File: config.mk
export PLATFORM = sky130hd
export DESIGN_NAME = modular_exponentiation_flat
export DESIGN_NICKNAME = d
export VERILOG_FILES = /design/src/hdl/mexp_pkg.sv /design/src/hdl/mexp_in_if.sv /design/src/hdl/mexp_out_if.sv /design/src/hdl/mexp_mulmod.sv /design/src/hdl/mexp_ctrl.sv /design/src/hdl/modular_exponentiation.sv /design/src/flat_wrapper.sv
export VERILOG_INCLUDE_DIRS = /design/src /design/src/hdl
export SDC_FILE = /design/constraint.sdc
export NUM_CORES = 1
export LEC_CHECK = 0
export BUFFER_PORTS_ARGS = -buffer_cell sky130_fd_sc_hd__buf_2
export CAP_MARGIN = 30
export CELL_PAD_IN_SITES_DETAIL_PLACEMENT = 1
export CELL_PAD_IN_SITES_GLOBAL_PLACEMENT = 1
export CORE_MARGIN = 4
export CORE_UTILIZATION = 49
export DETAILED_ROUTE_END_ITERATION = 7
export PLACE_DENSITY = 0.87
export SLEW_MARGIN = 5
export SYNTH_ARGS = -nofsm -noshare
export SYNTH_HDL_FRONTEND = slang
export SYNTH_SLANG_ARGS = --single-unit
export TNS_END_PERCENT = 100
File: constraint.sdc
create_clock -name clk -period 6.3 [get_ports clk]
set_input_delay 1.26 -clock clk [delete_from_list [all_inputs] [get_ports clk]]
set_output_delay 1.26 -clock clk [all_outputs]
set_load 0.02 [all_outputs]
File: src/hdl/modular_exponentiation_defines.svh
// ----------------------------------------------------------------------------
// Modular exponentiation assertion macros
// Shared assertion wrappers, compiled out when NO_ASSERTIONS is set.
// ----------------------------------------------------------------------------
`ifndef MODULAR_EXPONENTIATION_DEFINES_SVH
`define MODULAR_EXPONENTIATION_DEFINES_SVH

`ifndef NO_ASSERTIONS
`define MEXP_ASSERT(lbl, prop, msg) \
	lbl: assert property (@(posedge clk) disable iff (!arst_n) prop) else $error(msg);
`define MEXP_ASSERT_ALWAYS(lbl, prop, msg) \
	lbl: assert property (@(posedge clk) prop) else $error(msg);
`else
`define MEXP_ASSERT(lbl, prop, msg)
`define MEXP_ASSERT_ALWAYS(lbl, prop, msg)
`endif

`endif

File: src/hdl/mexp_pkg.sv
// ----------------------------------------------------------------------------
// Modular exponentiation package
// Sequencer states and the status bundle of the shared modular multiplier.
// ----------------------------------------------------------------------------
package mexp_pkg;

	typedef enum logic [2:0] {
		ST_IDLE,
		ST_ALIGN,
		ST_RED_WAIT,
		ST_STEP,
		ST_SQ_WAIT,
		ST_MUL_WAIT,
		ST_FINISH
	} mexp_state_t;

	typedef struct packed {
		logic busy;
		logic done;
	} mexp_mul_stat_t;

endpackage

File: src/hdl/mexp_in_if.sv
// ----------------------------------------------------------------------------
// Modular exponentiation request channel
// Valid/ready channel carrying base, exponent and modulus.
// ----------------------------------------------------------------------------
interface mexp_in_if #(
	parameter int unsigned OPERAND_BITS = 31
);
	logic                    valid;
	logic                    ready;
	logic [OPERAND_BITS-1:0] base;
	logic [OPERAND_BITS-1:0] exponent;
	logic [OPERAND_BITS-1:0] modulus;

	modport source (output valid, output base, output exponent, output modulus, input ready);
	modport sink (input valid, input base, input exponent, input modulus, output ready);
endinterface

File: src/hdl/mexp_out_if.sv
// ----------------------------------------------------------------------------
// Modular exponentiation response channel
// Valid/ready channel carrying the power result and the bad modulus flag.
// ----------------------------------------------------------------------------
interface mexp_out_if #(
	parameter int unsigned OPERAND_BITS = 31
);
	logic                    valid;
	logic                    ready;
	logic [OPERAND_BITS-1:0] power_result;
	logic                    bad_modulus;

	modport source (output valid, output power_result, output bad_modulus, input ready);
	modport sink (input valid, input power_result, input bad_modulus, output ready);
endinterface

File: src/hdl/mexp_mulmod.sv
// ----------------------------------------------------------------------------
// Modular exponentiation serial modular multiplier
// Double-and-add a * b mod m, one multiplier bit per cycle, MSB first.
// ----------------------------------------------------------------------------
`include "modular_exponentiation_defines.svh"

module mexp_mulmod
	import mexp_pkg::*;
#(
	parameter int unsigned OPERAND_BITS = 31
) (
	input  logic                    clk,
	input  logic                    arst_n,
	input  logic                    start,
	input  logic [OPERAND_BITS-1:0] a,
	input  logic [OPERAND_BITS-1:0] b,
	input  logic [OPERAND_BITS-1:0] m,
	output logic [OPERAND_BITS-1:0] r,
	output mexp_mul_stat_t          stat
);

	localparam int unsigned W  = OPERAND_BITS;
	localparam int unsigned CW = $clog2(W);
	localparam int unsigned TW = W + 2;

	logic [W-1:0]  a_q;
	logic [W-1:0]  b_q;
	logic [W-1:0]  r_q;
	logic [CW-1:0] cnt_q;
	logic          busy_q;
	logic          done_q;

	logic [TW-1:0] sum;
	logic [TW-1:0] m1;
	logic [TW-1:0] m2;
	logic [TW-1:0] red;

	assign m1  = {2'b00, m};
	assign m2  = {1'b0, m, 1'b0};
	assign sum = {1'b0, r_q, 1'b0} + (b_q[W-1] ? {2'b00, a_q} : '0);

	always_comb begin
		if (sum >= m2) begin
			red = sum - m2;
		end else if (sum >= m1) begin
			red = sum - m1;
		end else begin
			red = sum;
		end
	end

	always_ff @(posedge clk or negedge arst_n) begin
		if (!arst_n) begin
			busy_q <= 1'b0;
			done_q <= 1'b0;
			cnt_q  <= '0;
		end else if (start) begin
			busy_q <= 1'b1;
			done_q <= 1'b0;
			cnt_q  <= CW'(W - 1);
		end else if (busy_q) begin
			if (cnt_q == '0) begin
				busy_q <= 1'b0;
				done_q <= 1'b1;
			end else begin
				cnt_q <= cnt_q - 1'b1;
			end
		end else begin
			done_q <= 1'b0;
		end
	end

	always_ff @(posedge clk) begin
		if (start) begin
			a_q <= a;
			b_q <= b;
			r_q <= '0;
		end else if (busy_q) begin
			r_q <= red[W-1:0];
			b_q <= b_q << 1;
		end
	end

	assign r         = r_q;
	assign stat.busy = busy_q;
	assign stat.done = done_q;

	`MEXP_ASSERT(a_done_pulse, done_q |=> !done_q, "multiplier done held for two cycles")
	`MEXP_ASSERT_ALWAYS(a_done_reduced, done_q |-> (r_q < m), "multiplier result not reduced")

endmodule

File: src/hdl/mexp_ctrl.sv
// ----------------------------------------------------------------------------
// Modular exponentiation sequencer
// Scans the exponent MSB first and issues square and multiply operations.
// ----------------------------------------------------------------------------
`include "modular_exponentiation_defines.svh"

module mexp_ctrl
	import mexp_pkg::*;
#(
	parameter int unsigned OPERAND_BITS = 31
) (
	input  logic                    clk,
	input  logic                    arst_n,
	mexp_in_if.sink                 req,
	mexp_out_if.source              rsp,
	output logic                    mul_start,
	output logic [OPERAND_BITS-1:0] mul_a,
	output logic [OPERAND_BITS-1:0] mul_b,
	output logic [OPERAND_BITS-1:0] mul_m,
	input  logic [OPERAND_BITS-1:0] mul_r,
	input  mexp_mul_stat_t          mul_stat
);

	localparam int unsigned W  = OPERAND_BITS;
	localparam int unsigned CW = $clog2(W);

	mexp_state_t state_q;
	mexp_state_t state_d;

	logic [W-1:0]  base_q;
	logic [W-1:0]  exp_q;
	logic [W-1:0]  mod_q;
	logic [W-1:0]  y_q;
	logic          bad_q;
	logic [CW-1:0] cnt_q;

	logic [W-1:0]  res_q;
	logic          res_bad_q;
	logic          out_valid_q;

	logic          accept;
	logic          load_out;

	assign accept   = req.valid && req.ready;
	assign load_out = (state_q == ST_FINISH) && (!out_valid_q || rsp.ready);

	always_comb begin
		state_d = state_q;
		case (state_q)
			ST_IDLE: begin
				if (accept) begin
					if (req.modulus == '0 || req.exponent == '0) begin
						state_d = ST_FINISH;
					end else begin
						state_d = ST_ALIGN;
					end
				end
			end
			ST_ALIGN: begin
				if (exp_q[W-1]) begin
					state_d = ST_RED_WAIT;
				end
			end
			ST_RED_WAIT: begin
				if (mul_stat.done) begin
					state_d = ST_STEP;
				end
			end
			ST_STEP: begin
				if (cnt_q == '0) begin
					state_d = ST_FINISH;
				end else begin
					state_d = ST_SQ_WAIT;
				end
			end
			ST_SQ_WAIT: begin
				if (mul_stat.done) begin
					state_d = exp_q[W-1] ? ST_MUL_WAIT : ST_STEP;
				end
			end
			ST_MUL_WAIT: begin
				if (mul_stat.done) begin
					state_d = ST_STEP;
				end
			end
			ST_FINISH: begin
				if (load_out) begin
					state_d = ST_IDLE;
				end
			end
			default: begin
				state_d = ST_IDLE;
			end
		endcase
	end

	always_comb begin
		mul_start = 1'b0;
		mul_a     = y_q;
		mul_b     = y_q;
		req.ready = 1'b0;
		case (state_q)
			ST_IDLE: begin
				req.ready = 1'b1;
			end
			ST_ALIGN: begin
				mul_start = exp_q[W-1];
				mul_a     = W'(1);
				mul_b     = base_q;
			end
			ST_STEP: begin
				mul_start = (cnt_q != '0);
			end
			ST_SQ_WAIT: begin
				mul_start = mul_stat.done && exp_q[W-1];
				mul_a     = mul_r;
				mul_b     = base_q;
			end
			default: begin
				mul_start = 1'b0;
			end
		endcase
	end

	assign mul_m = mod_q;

	always_ff @(posedge clk or negedge arst_n) begin
		if (!arst_n) begin
			state_q     <= ST_IDLE;
			out_valid_q <= 1'b0;
		end else begin
			state_q <= state_d;
			if (load_out) begin
				out_valid_q <= 1'b1;
			end else if (rsp.ready) begin
				out_valid_q <= 1'b0;
			end
		end
	end

	always_ff @(posedge clk) begin
		case (state_q)
			ST_IDLE: begin
				if (accept) begin
					base_q <= req.base;
					exp_q  <= req.exponent;
					mod_q  <= req.modulus;
					cnt_q  <= CW'(W - 1);
					bad_q  <= (req.modulus == '0);
					if (req.modulus == '0 || req.modulus == W'(1)) begin
						y_q <= '0;
					end else begin
						y_q <= W'(1);
					end
				end
			end
			ST_ALIGN: begin
				exp_q <= exp_q << 1;
				if (!exp_q[W-1]) begin
					cnt_q <= cnt_q - 1'b1;
				end
			end
			ST_RED_WAIT: begin
				if (mul_stat.done) begin
					base_q <= mul_r;
					y_q    <= mul_r;
				end
			end
			ST_SQ_WAIT: begin
				if (mul_stat.done) begin
					y_q <= mul_r;
					if (!exp_q[W-1]) begin
						exp_q <= exp_q << 1;
						cnt_q <= cnt_q - 1'b1;
					end
				end
			end
			ST_MUL_WAIT: begin
				if (mul_stat.done) begin
					y_q   <= mul_r;
					exp_q <= exp_q << 1;
					cnt_q <= cnt_q - 1'b1;
				end
			end
			default: begin
				cnt_q <= cnt_q;
			end
		endcase
		if (load_out) begin
			res_q     <= y_q;
			res_bad_q <= bad_q;
		end
	end

	assign rsp.valid        = out_valid_q;
	assign rsp.power_result = res_q;
	assign rsp.bad_modulus  = res_bad_q;

	`MEXP_ASSERT(a_start_free, mul_start |-> !mul_stat.busy, "multiplier started while busy")
	`MEXP_ASSERT(a_bad_zero, (out_valid_q && res_bad_q) |-> (res_q == '0), "bad modulus gave nonzero result")
	`MEXP_ASSERT(a_step_reduced, (state_q == ST_STEP) |-> (y_q < mod_q), "running value not reduced")

endmodule

File: src/hdl/modular_exponentiation.sv
// ----------------------------------------------------------------------------
// Modular exponentiation
// Left-to-right square-and-multiply computation of base^exponent mod modulus.
// ----------------------------------------------------------------------------
// One transaction takes base, exponent and modulus and returns one result.
// All arithmetic runs through a single serial modular multiplier that
// handles one multiplier bit per cycle while busy. A transaction with a
// nonzero exponent and modulus first locates the top exponent bit, spends one
// product reducing the base, then for every lower exponent bit one square
// plus one multiply when that bit is set. A zero modulus or zero exponent
// goes straight to the finish state. The request side is ready only between
// transactions; a finished result waits in an output register while the
// next request is taken.
// ----------------------------------------------------------------------------
module modular_exponentiation
	import mexp_pkg::*;
#(
	parameter int unsigned OPERAND_BITS = 31
) (
	input  logic       clk,
	input  logic       arst_n,
	mexp_in_if.sink    req,
	mexp_out_if.source rsp
);

	logic                    mul_start;
	logic [OPERAND_BITS-1:0] mul_a;
	logic [OPERAND_BITS-1:0] mul_b;
	logic [OPERAND_BITS-1:0] mul_m;
	logic [OPERAND_BITS-1:0] mul_r;
	mexp_mul_stat_t          mul_stat;

	mexp_ctrl #(
		.OPERAND_BITS(OPERAND_BITS)
	) u_ctrl (
		.clk      (clk),
		.arst_n   (arst_n),
		.req      (req),
		.rsp      (rsp),
		.mul_start(mul_start),
		.mul_a    (mul_a),
		.mul_b    (mul_b),
		.mul_m    (mul_m),
		.mul_r    (mul_r),
		.mul_stat (mul_stat)
	);

	mexp_mulmod #(
		.OPERAND_BITS(OPERAND_BITS)
	) u_mulmod (
		.clk   (clk),
		.arst_n(arst_n),
		.start (mul_start),
		.a     (mul_a),
		.b     (mul_b),
		.m     (mul_m),
		.r     (mul_r),
		.stat  (mul_stat)
	);

endmodule

File: src/flat_wrapper.sv
// flat-port wrapper written by rule: the top's interface ports become plain ports
module modular_exponentiation_flat import mexp_pkg::*;
#(
	parameter int unsigned OPERAND_BITS = 31
)
  (clk, arst_n, req_valid, req_base, req_exponent, req_modulus, req_ready, rsp_valid, rsp_power_result, rsp_bad_modulus, rsp_ready);
  mexp_in_if #(.OPERAND_BITS(OPERAND_BITS)) req_i ();
  mexp_out_if #(.OPERAND_BITS(OPERAND_BITS)) rsp_i ();
  input  logic clk;
  input  logic arst_n;
  input wire logic [$bits(req_i.valid)-1:0] req_valid;
  input wire logic [$bits(req_i.base)-1:0] req_base;
  input wire logic [$bits(req_i.exponent)-1:0] req_exponent;
  input wire logic [$bits(req_i.modulus)-1:0] req_modulus;
  output wire logic [$bits(req_i.ready)-1:0] req_ready;
  output wire logic [$bits(rsp_i.valid)-1:0] rsp_valid;
  output wire logic [$bits(rsp_i.power_result)-1:0] rsp_power_result;
  output wire logic [$bits(rsp_i.bad_modulus)-1:0] rsp_bad_modulus;
  input wire logic [$bits(rsp_i.ready)-1:0] rsp_ready;
  assign req_i.valid = req_valid;
  assign req_i.base = req_base;
  assign req_i.exponent = req_exponent;
  assign req_i.modulus = req_modulus;
  assign req_ready = req_i.ready;
  assign rsp_valid = rsp_i.valid;
  assign rsp_power_result = rsp_i.power_result;
  assign rsp_bad_modulus = rsp_i.bad_modulus;
  assign rsp_i.ready = rsp_ready;
  modular_exponentiation #(.OPERAND_BITS(OPERAND_BITS)) u_core (.clk(clk), .arst_n(arst_n), .req(req_i), .rsp(rsp_i));
endmodule
* Word-level counts from Yosys, hierarchy flattened
Index checks and enable logic that the tools add are counted.
Storage, ports and cells: input port bits 97, output and inout bits 34, bits in registers 266, logic and storage cells 115
Cells by class: multiplexer cells 45, order comparisons 2, reduce and logical (&&, ||, !) cells 28, equality and inequality tests 18, add/subtract/negate cells 5
Operators with widths (count):
- 31-bit 2-to-1 mux | 13
- 31-bit case mux with 2 select lines | 3
- 31-bit case mux with 4 select lines | 1
- 31-bit logical NOT | 2
- 31-bit subtractor | 2
- 5-bit 2-to-1 mux | 7
- 32-bit by 31-bit adder with 33-bit output | 1
- 33-bit by 31-bit >= comparator with 1-bit output | 1
- 33-bit by 32-bit >= comparator with 1-bit output | 1
- 31-bit by 1-bit == test with 1-bit output (second input constant) | 1
- 3-bit 2-to-1 mux | 7
- 5-bit case mux with 4 select lines | 1
- 3-bit case mux with 6 select lines | 1
- 2-bit != test (second input constant) | 7
- 5-bit logical NOT | 2
- 1-bit 2-to-1 mux | 10
- 5-bit AND reduction | 2
- 5-bit by 1-bit subtractor with 5-bit output (second input constant) | 2
- 3-bit == test (second input constant) | 3
- 2-bit nonzero test | 4
- 3-bit by 2-bit == test with 1-bit output (second input constant) | 2
- 2-bit by 1-bit != test with 1-bit output (second input constant) | 3
- 3-bit AND reduction | 2
- 5-bit nonzero test | 1
- 13 further kinds | 19

* Logic depth before layout (Yosys ltp)
Gate-level depths: netlist of the first run.
word-level depth 5, depth in mapped cells 24, depth with buffers taken out 22

* Modules after synthesis
Synthesis of the first run repeated with hierarchy kept, for this count alone.
Unflattened totals: cell total of the unflattened synthesis 1437, area, all modules 15931.5 um^2
Modules (own cells, without submodules):
- mexp_mulmod | area each 8861.0 um^2, cells an instance 991, times used 1, sequential area each 2657.5 um^2
- mexp_ctrl | area each 7070.5 um^2, cells an instance 446, times used 1, sequential area each 4964.8 um^2

* Worst setup path before layout of the first run
OpenSTA, ideal clock, no wires.
kind register to register, from reg u_core.u_mulmod.b_q[30], to reg u_core.u_mulmod.r_q[10] (netlist: u_core.u_mulmod.r[10]), data required time 6.133 ns, setup slack 0.893 ns, setup time 0.167 ns, cell stages (with the launch flop) 25, arrival 5.240 ns, buffers on the path 2, clock period less this slack 5.407 ns, cells stage by stage edfxtp_1 -> clkbuf_1 -> and2_1 -> ha_1 -> fa_1 -> a211o_1 -> a2111oi_4 -> nor3b_2 -> o21ai_0 -> a21oi_1 -> o211a_1 -> o41ai_1 -> xnor2_1 -> ha_1 -> a21o_1 -> a21o_1 -> a21o_1 -> a21oi_1 -> nor2_1 -> a211o_1 -> a2111oi_4 -> buf_6 -> a21oi_1 -> o311ai_1 -> a21oi_1
On the way: word-level cells in the longest chain between the ends 5, elaborated cells between the ends (all ways) 8, classes of those cells add/sub: 3; order compare: 2; mux: 3
RTL lines:
- start, declared | line mexp_mulmod.sv:27 | logic [W-1:0] b_q;
- start signal, assigned | line mexp_mulmod.sv:80 | b_q <= b_q << 1;
- 31-bit 2-to-1 mux * | line mexp_mulmod.sv:40 | assign sum = {1'b0, r_q, 1'b0} + (b_q[W-1] ? {2'b00, a_q} : '0);
- 32-bit by 31-bit adder with 33-bit output * | line mexp_mulmod.sv:40
- 31-bit subtractor / 33-bit by 31-bit >= comparator with 1-bit output (equally long branches) | line mexp_mulmod.sv:46, mexp_mulmod.sv:45
- 31-bit 2-to-1 mux | line mexp_mulmod.sv:45 | end else if (sum >= m1) begin
- 31-bit 2-to-1 mux * | line mexp_mulmod.sv:43 | if (sum >= m2) begin
- end signal, assigned | line mexp_mulmod.sv:79 | r_q <= red[W-1:0];
- end, declared | line mexp_mulmod.sv:28 | logic [W-1:0] r_q;
Mark *: on every way between the ends. The rest lies on a longest branch, timed or not. A chain may end at the register's enable or synchronous reset.

* Final worst setup path of the first run
from reg u_core.u_mulmod.b_q[30], to reg u_core.u_mulmod.r_q[4] (netlist: u_core.u_mulmod.r[4])
Same word-level chain as after synthesis.

==> impl_metrics.env, run 1 <==
export IMPL_status="complete, no violations"
export IMPL_grt_pass1_wl_mm=77.8
export IMPL_r2r_end="u_core.u_mulmod.r[4]"
export IMPL_ios=131
export IMPL_start_util_pct=49.6
export IMPL_grt_pass1_vias=13600
export IMPL_areaGrowthSynthToFinish_pct=13.9
export IMPL_regToRegSetupSlack_ps=310
export IMPL_reg2reg_from="u_core.u_mulmod.b_q[30]"
export IMPL_die_w_um=190
export IMPL_cp_max_fo=30
export IMPL_yosysSeqAreaShare_pct=47.2
export IMPL_yosysWarnings=0
export IMPL_clkTransAtPathRegs_ps=60
export IMPL_vias=13000
export IMPL_port_buffers=130
export IMPL_final_cells=2121
export IMPL_drc=0
export IMPL_nets=1852
export IMPL_worst_ep_required_time_ps=6760
export IMPL_async_flop_share_pct=4.14
export IMPL_grt_usage_pct=27.5
export IMPL_place_ws_ps=363
export IMPL_timing_slew_headroom_pct=41.8
export IMPL_crit_type="register to register"
export IMPL_hp_start="u_core.u_ctrl.bad_q"
export IMPL_netlist_area_leader_share_pct=41.7
export IMPL_place_inst=2067
export IMPL_clk_path_buf_depth=3
export IMPL_dp_hpwl_mm=38.0
export IMPL_tns_ps=0
export IMPL_max_freq_ghz=0.167
export IMPL_drive_gt1_share_pct=15.9
export IMPL_cts_setup_buffers=0
export IMPL_dieArea_mm2=0.0359
export IMPL_clock_root_buffer="clkbuf_16"
export IMPL_antenna_found_initial=0
export IMPL_ant_nets=0
export IMPL_clkLatencyLatePin_ps=580
export IMPL_n_antenna_cell=0
export IMPL_slew_viol_final=0
export IMPL_ys_types=81
export IMPL_ys_flop_type="edfxtp_1"
export IMPL_overflow=0
export IMPL_grt_max_degree=83
export IMPL_htreeDepth=1
export IMPL_holdPathEnd="u_core.u_ctrl.rsp.bad_modulus"
export IMPL_fp_dieH_um=190
export IMPL_rsz0062_at_grt="no"
export IMPL_cts_tree="yes"
export IMPL_cts_sinks=266
export IMPL_fin_ws_ps=308
export IMPL_max_slew_worst_pin_slew_ps=872
export IMPL_postCtsHoldBufs=0
export IMPL_fin_skew_ps=11.4
export IMPL_firstDrtPassIters=5
export IMPL_vias_per_cell=6.12
export IMPL_syn_area_per_cell_um2=10.6
export IMPL_maxCapViolCount=0
export IMPL_cts_made_buffers=29
export IMPL_final_core_utilization_pct=56.5
export IMPL_first_iter_violations=903
export IMPL_finalCritPeriodShare_pct=95.1
export IMPL_ys_top_cells_by_area="edfxtp_1 42%, ha_1 7.4%, dfxtp_1 3.8%"
export IMPL_syn_inst=1527
export IMPL_cp_end_kind="register"
export IMPL_synth_edf_count=224
export IMPL_coreArea_mm2=0.0325
export IMPL_synth_area_leader_cell="edfxtp_1"
export IMPL_whs_path_depth=0
export IMPL_worstSetupStartpointType="register"
export IMPL_period_needed_ps=5990
export IMPL_ys_seq_elements=266
export IMPL_fillers=3615
export IMPL_wl_mm=50.7
export IMPL_timing_hold_violations_final=0
export IMPL_finalSetupViolations=0
export IMPL_avgRoutedWirePerCell_um=23.9
export IMPL_globalplace_congestion=0.928
export IMPL_arrival_ps=6450
export IMPL_syn_nets=1722
export IMPL_hold_class="register to register"
export IMPL_row_count=66
export IMPL_syn_cell_area_mm2=0.0161
export IMPL_reg2reg_depth=22
[cell usage after synthesis (40+ instances only)]
master and count:
edfxtp_1 224, nand2_1 114, o21ai_0 107, a21oi_1 99
ha_1 95, nor2_1 79, inv_1 64, a22o_1 60
xnor2_1 57, clkbuf_1 54, a21o_1 44, mux2i_1 44
nor2b_1 40
[layout by cell type, fill, tap and decap left out, drive strengths merged, types with 31 or more instances in the layout]
cell type / count
a21o: 44
a21oi: 100
a22o: 60
and2: 39
buf: 162
clkbuf: 35
dfxtp: 31
edfxtp: 224
ha: 95
inv: 67
mux2: 32
mux2i: 44
nand2: 115
nor2: 80
nor2b: 40
o21ai: 115
xnor2: 58
[worst max-delay path: stages (launching register included)]
cell,delay (ps)
edfxtp_1,390
buf_4,230
and2_1,200
fa_1,460
a211o_1,380
a2111oi_4,350
nor3b_2,130
o21ai_0,170
a21oi_1,100
or2_2,300
xor2_1,410
ha_1,380
and4_1,260
nand2_1,80
o221a_2,200
a32oi_1,120
and2_1,210
a31o_2,260
a2111o_1,400
buf_4,200
or3_1,340
a31oi_1,220
o21ai_1,70
[per-layer routing]
layer  track usage, %  wire [um]  vias to the layer above  part of all wire [%]
met3             3.82       3320                       79                   6.5
met5                0          0                        -                     0
li1                 -          -                     6020                     -
met2             45.6      23900                      427                    47
met4             7.32       1420                        0                   2.8
met1             38.2      22100                     6458                    44
[layout make-up]
type	instances	area, um^2	area share (%)
timing repair buffer	162	911	4.95
multi-input combinational	1134	8080	44.0
sequential	266	7620	41.4
clock buffer	35	748	4.07
tap	442	553	3.01
inverter	64	240	1.31
clock inverter	18	231	1.26
[metrics by stage]
stage               cell area, um^2  hold WS (ps)
CTS                           18300           422
detailed placement            17400           412
global route                  18400           425
finish                        18400           423
floorplan                     16100           400
global placement              17400           403
[what timing repair did]
| action | in CTS | in global routing |
|---|---|---|
| hold endpoints to repair | 0 | 0 |
| setup endpoints to repair | 0 | 15 |
| gates resized for setup | 0 | 3 |
[cell families (layout without fill, tap and decap cells)]
group	Yosys count	in the layout	synth area share [%]
muxes	76	76	4.96
and+or+nand+nor	418	418	13.1
buffers and inverters	127	279	3.12
xor gates and xnor gates	77	77	4.22
DFF	266	266	47.2
AOI/OAI and AO/OA	465	465	19.6
adders and majority gates	98	98	7.74
[flip-flops by register name (all words and copies together) (netlist names)]
register	cells
u_core.u_ctrl.bad_q	1
u_core.u_ctrl.base_q	31
u_core.u_ctrl.cnt_q	5
u_core.u_ctrl.exp_q	31
u_core.u_ctrl.mul_m	31
u_core.u_ctrl.rsp.bad_modulus	1
u_core.u_ctrl.rsp.power_result	31
u_core.u_ctrl.rsp.valid	1
u_core.u_ctrl.state_q	3
u_core.u_ctrl.y_q	31
u_core.u_mulmod.a_q	31
u_core.u_mulmod.b_q	31
u_core.u_mulmod.busy_q	1
u_core.u_mulmod.cnt_q	5
u_core.u_mulmod.done_q	1
u_core.u_mulmod.r	31
[worst max-delay path by stage]
stage | from | cells past startpoint | slack [ps] | to
final | u_core.u_mulmod.b_q[30] | 22 | 310 | u_core.u_mulmod.r[4]
after global routing | u_core.u_mulmod.b_q[30] | 23 | 50 | u_core.u_mulmod.r[8]
after CTS | u_core.u_mulmod.b_q[30] | 23 | 320 | u_core.u_mulmod.r[8]
after detailed placement | u_core.u_mulmod.b_q[30] | 23 | 360 | u_core.u_mulmod.r[8]
after global placement | u_core.u_mulmod.b_q[30] | 23 | 570 | u_core.u_mulmod.r[8]
after floorplan | u_core.u_mulmod.b_q[30] | 24 | 890 | u_core.u_mulmod.r[10]
Power of run 1 is not shown: default switching activity piles up to over one toggle a cycle in this logic, so the estimate is an artifact.
==> run 2: changes to the inputs <==
==> constraint.sdc (replaced) <==
create_clock -name clk -period 5.65 [get_ports clk]
set_input_delay 1.13 -clock clk [delete_from_list [all_inputs] [get_ports clk]]
set_output_delay 1.13 -clock clk [all_outputs]
set_load 0.02 [all_outputs]
==> run 2 against run 1 <==
  * The flow now finishes with violations (setup timing)
  * Setup slack lost 510 ps
  * First-iteration DRC count increased by 32%
  * Wire length up 18%
==> impl_metrics.env, run 2 (synthesis results as in run 1) <==
export IMPL_status="finished with violations"
export IMPL_violations="setup timing"
export IMPL_antenna_found_initial=0
export IMPL_rsz0062_at_grt="yes"
export IMPL_fin_ws_ps=-200
export IMPL_firstDrtPassIters=5
export IMPL_finalCritPeriodShare_pct=104
export IMPL_clock_root_buffer="clkbuf_16"
export IMPL_place_inst=2158
export IMPL_grt_pass1_vias=14500
export IMPL_htreeDepth=1
export IMPL_start_util_pct=49.6
export IMPL_ios=131
export IMPL_wl_mm=60.0
export IMPL_cp_end_kind="register"
export IMPL_clkTransAtPathRegs_ps=70
export IMPL_fin_skew_ps=33.8
export IMPL_globalplace_congestion=0.938
export IMPL_clk_path_buf_depth=3
export IMPL_avgRoutedWirePerCell_um=26.8
export IMPL_port_buffers=130
export IMPL_dieArea_mm2=0.0359
export IMPL_finalSetupViolations=30
export IMPL_drive_gt1_share_pct=25.6
export IMPL_worst_ep_required_time_ps=6160
export IMPL_cp_max_fo=12
export IMPL_period_needed_ps=5850
export IMPL_final_common_cell="edfxtp_1"
export IMPL_timing_hold_violations_final=0
export IMPL_grt_pass1_wl_mm=85.4
export IMPL_coreArea_mm2=0.0325
export IMPL_worstSetupStartpointType="register"
export IMPL_timing_slew_headroom_pct=37.8
export IMPL_fp_dieH_um=190
export IMPL_cts_made_buffers=30
export IMPL_max_freq_ghz=0.171
export IMPL_layout_common_cells="224 x edfxtp_1, 132 x buf_4, 130 x buf_2"
export IMPL_dp_hpwl_mm=39.1
export IMPL_grt_usage_pct=30.2
export IMPL_slew_viol_final=0
export IMPL_cts_sinks=266
export IMPL_overflow=0
export IMPL_drc=0
export IMPL_row_count=66
export IMPL_first_iter_violations=1193
export IMPL_place_ws_ps=-341
export IMPL_hold_class="input pin to async pin"
export IMPL_final_cells=2236
export IMPL_vias=14200
export IMPL_crit_type="register to register"
export IMPL_postCtsHoldBufs=0
export IMPL_maxCapViolCount=0
export IMPL_areaGrowthSynthToFinish_pct=22.7
export IMPL_ant_nets=0
export IMPL_max_slew_worst_pin_slew_ps=932
export IMPL_die_w_um=190
export IMPL_cts_tree="yes"
export IMPL_n_antenna_cell=0
export IMPL_grt_max_degree=82
export IMPL_clkLatencyLatePin_ps=600
export IMPL_vias_per_cell=6.37
export IMPL_nets=1965
export IMPL_arrival_ps=6360
==> run 2: changes by cell type in the layout (fill, tap and decap cells not counted), sizes merged <==
cell	delta
buf	+110
inv	+1
nand2	+1
clkbuf	+1
clkinvlp	+2
==> run 2: cell type report <==
| class | count | area [um^2] |
|---|---|---|
| tap | 442 | 553 |
| multi-input combinational | 1135 | 8510 |
| clock buffer | 35 | 800 |
| fill | 3532 | 12700 |
| inverter | 64 | 240 |
| clock inverter | 21 | 288 |
| timing repair buffer | 273 | 1800 |
| sequential | 266 | 7620 |
==> run 2: through the flow <==
step                      area (um^2)  util (%)  hold slack, ps  TNS (ps)
after CTS                       19400      59.6             395         0
after global placement          18100      55.5             403      -361
after floorplan                 16100         -             400         0
final                           19800      60.9             405     -2480
after global routing            19800      60.9             407     -5720
after detailed placement        18100      55.6             410     -4060
==> run 2: worst max-delay path: stages (launching register included) <==
cell	delay (ps)
edfxtp_1	460
buf_6	170
buf_4	180
and2_1	170
ha_2	430
nand4_1	260
nor3b_1	300
o211ai_1	200
a21o_1	280
a21o_1	220
o211a_1	250
o31ai_2	280
xor2_1	130
buf_4	170
ha_1	360
nand3_2	160
nor3_1	250
nand3_1	160
o311ai_0	130
buf_4	190
a311oi_4	60
buf_12	220
or3b_2	490
o311a_1	150
nor2_1	110
==> run 2: final timing paths <==
check / start / to / slack, ps / depth (start not counted)
max: u_core.u_mulmod.b_q[30] / u_core.u_mulmod.r[8] / -200 / 24
min: arst_n / u_core.u_ctrl.rsp.valid / 400 / 1
max reg2reg: u_core.u_mulmod.b_q[30] / u_core.u_mulmod.r[8] / -200 / 24
min reg2reg: u_core.u_ctrl.bad_q / u_core.u_ctrl.rsp.bad_modulus / 420 / 0
max in group asynchronous: arst_n / u_core.u_ctrl.state_q[0] / 5020 / 1
min in group clk: u_core.u_ctrl.bad_q / u_core.u_ctrl.rsp.bad_modulus / 420 / 0
==> run 2: metal layers <==
metal / part of all wire, % / track usage (%) / vias up
met5: 0 / 0 / -
li1: - / - / 6252
met2: 47 / 50.1 / 715
met1: 41 / 41.0 / 7118
met3: 8.0 / 5.05 / 149
met4: 3.9 / 9.07 / 0
==> run 2: what timing repair did <==
item                       CTS  global route
setup buffers                8            13
cloned                       0             1
pin swaps                   13            40
setup endpoints to repair   31            31
resized for setup           33            76
Power of run 2 is left out for the same reason.
==> run 3: changes to the inputs <==
--- a/config.mk
+++ b/config.mk
@@ -14,6 +14,7 @@
 export CORE_UTILIZATION = 49
 export DETAILED_ROUTE_END_ITERATION = 7
 export PLACE_DENSITY = 0.87
+export RECOVER_POWER = 25
 export SLEW_MARGIN = 5
 export SYNTH_ARGS = -nofsm -noshare
 export SYNTH_HDL_FRONTEND = slang
==> run 3 against run 2 <==
  * The flow finishes with violations (capacitance limit, slew limit, setup timing)
  * Via count down 0.22%
  * Sequential share of layout area up 0.053 points
  * Critical path depth unchanged
  * Setup slack better by 58 ps
  * Clock-buffer cell count is the same
  * Utilization down 0.085 points
  * Critical endpoint unchanged
==> impl_metrics.env, run 3 (synthesis results as in run 1) <==
export IMPL_status="finished with violations"
export IMPL_violations="capacitance limit, slew limit, setup timing"
export IMPL_crit_path_frequent_cell="buf_4"
export IMPL_ant_nets=0
export IMPL_multi_input_comb_area_mm2=0.00851
export IMPL_worstSetupStartpointType="register"
export IMPL_arrival_ps=6300
export IMPL_vias=14200
export IMPL_max_slew_worst_pin_slew_ps=1810
export IMPL_slew_viol_final=96
export IMPL_vias_per_cell=6.35
export IMPL_start_util_pct=49.6
export IMPL_routed_top_layer="met4"
export IMPL_fp_dieH_um=190
export IMPL_rsz0062_at_grt="yes"
export IMPL_n_antenna_cell=0
export IMPL_fin_area_mm2=0.0198
export IMPL_final_common_cell="edfxtp_1"
export IMPL_globalplace_congestion=0.938
export IMPL_grt_pass1_wl_mm=85.4
export IMPL_period_needed_ps=5790
export IMPL_row_count=66
export IMPL_first_iter_violations=1231
export IMPL_layout_common_cells="224 x edfxtp_1, 130 x buf_4, 114 x buf_2"
export IMPL_timing_hold_violations_final=0
export IMPL_wl_mm=59.8
export IMPL_coreArea_mm2=0.0325
export IMPL_met1Wirelength_mm=24.5
export IMPL_timing_slew_headroom_pct=-20.8
export IMPL_seq_area_mm2=0.00762
export IMPL_overflow=0
export IMPL_grt_max_degree=82
export IMPL_route_met3_wl_mm=4.93
export IMPL_cts_tree="yes"
export IMPL_max_freq_ghz=0.173
export IMPL_cp_max_fo=12
export IMPL_critPathTopFamily="simple AND/OR/NAND/NOR gates"
export IMPL_ios=131
export IMPL_dr_wl_met2_mm=28.0
export IMPL_critPathSlowestCell="or3b_2"
export IMPL_dieArea_mm2=0.0359
export IMPL_cpPeakStageDelay_ps=490
export IMPL_path_buf_inv=5
export IMPL_hold_class="register to register"
export IMPL_worst_ep_required_time_ps=6160
export IMPL_areaGrowthSynthToFinish_pct=22.5
export IMPL_cts_sinks=266
export IMPL_final_cells=2236
export IMPL_fin_ws_ps=-142
export IMPL_crit_type="register to register"
export IMPL_htreeDepth=1
export IMPL_clock_root_buffer="clkbuf_16"
export IMPL_crit_chain="buf_6 -> buf_4 -> and2_1 -> ha_1 -> nand4_1 -> nor3b_1 -> o211ai_1 -> a21o_1 -> a21o_1 -> o211a_1 -> o31ai_2 -> xor2_1 -> buf_4 -> ha_1 -> nand3_2 -> nor3_1 -> nand3_1 -> o311ai_0 -> buf_4 -> a311oi_4 -> buf_12 -> or3b_2 -> o311a_1 -> nor2_1"
export IMPL_dp_hpwl_mm=39.1
export IMPL_antenna_found_initial=0
export IMPL_cp_end_kind="register"
export IMPL_finalCritPeriodShare_pct=103
export IMPL_finalSetupViolations=25
export IMPL_grt_usage_pct=30.2
export IMPL_cts_made_buffers=30
export IMPL_fillers=3540
export IMPL_place_area_mm2=0.0181
export IMPL_nets=1965
export IMPL_avgRoutedWirePerCell_um=26.8
export IMPL_drive_gt1_share_pct=24.5
export IMPL_grt_pass1_vias=14500
export IMPL_port_buffers=130
export IMPL_clkLatencyLatePin_ps=600
export IMPL_firstDrtPassIters=5
export IMPL_fin_skew_ps=36.0
export IMPL_tns_ps=-1440
export IMPL_drc=0
export IMPL_place_inst=2158
export IMPL_clk_path_buf_depth=3
export IMPL_maxCapViolCount=3
export IMPL_place_ws_ps=-341
export IMPL_die_w_um=190
export IMPL_clkTransAtPathRegs_ps=60
-- run 3: final timing paths --
check / end / cells past startpoint / slack [ps] / from
worst max-delay path: u_core.u_mulmod.r[8] / 24 / -140 / u_core.u_mulmod.b_q[30]
worst min-delay path: u_core.u_ctrl.rsp.bad_modulus / 0 / 420 / u_core.u_ctrl.bad_q
worst max register to register: u_core.u_mulmod.r[8] / 24 / -140 / u_core.u_mulmod.b_q[30]
worst min register to register: u_core.u_ctrl.rsp.bad_modulus / 0 / 420 / u_core.u_ctrl.bad_q
max in group asynchronous: u_core.u_ctrl.state_q[0] / 1 / 4650 / arst_n
min in group asynchronous: u_core.u_ctrl.rsp.valid / 1 / 550 / arst_n
-- run 3: per-layer routing --
layer / global-route usage (%) / vias up
li1: - / 6255
met2: 50.1 / 708
met4: 9.07 / 0
met5: 0 / -
met3: 5.05 / 163
met1: 41.0 / 7076
-- run 3: what timing repair did --
| item | CTS | global route |
|---|---|---|
| hold buffers | 0 | 0 |
| cloned | 0 | 1 |
| buffers inserted | 8 | 13 |
| endpoints found under the setup margin | 31 | 31 |
| pin swaps | 13 | 40 |
| hold endpoints to repair | 0 | 0 |
| resized for setup | 33 | 76 |
-- run 3: through the flow --
step,hold WS [ps],utilization [%]
finish,422,60.8
global route,444,60.8
CTS,395,59.6
detailed placement,410,55.6
global placement,403,55.5
floorplan,400,-
-- run 3: final cells by class --
| class | instances | share of cell area [%] |
|---|---|---|
| Multi-Input combinational cell | 1135 | 43.0 |
| Sequential cell | 266 | 38.5 |
| Timing Repair Buffer | 273 | 8.96 |
| Clock buffer | 35 | 4.04 |
| Tap cell | 442 | 2.80 |
| Clock inverter | 21 | 1.45 |
| Inverter | 64 | 1.21 |
Power of run 3 is left out for the same reason.
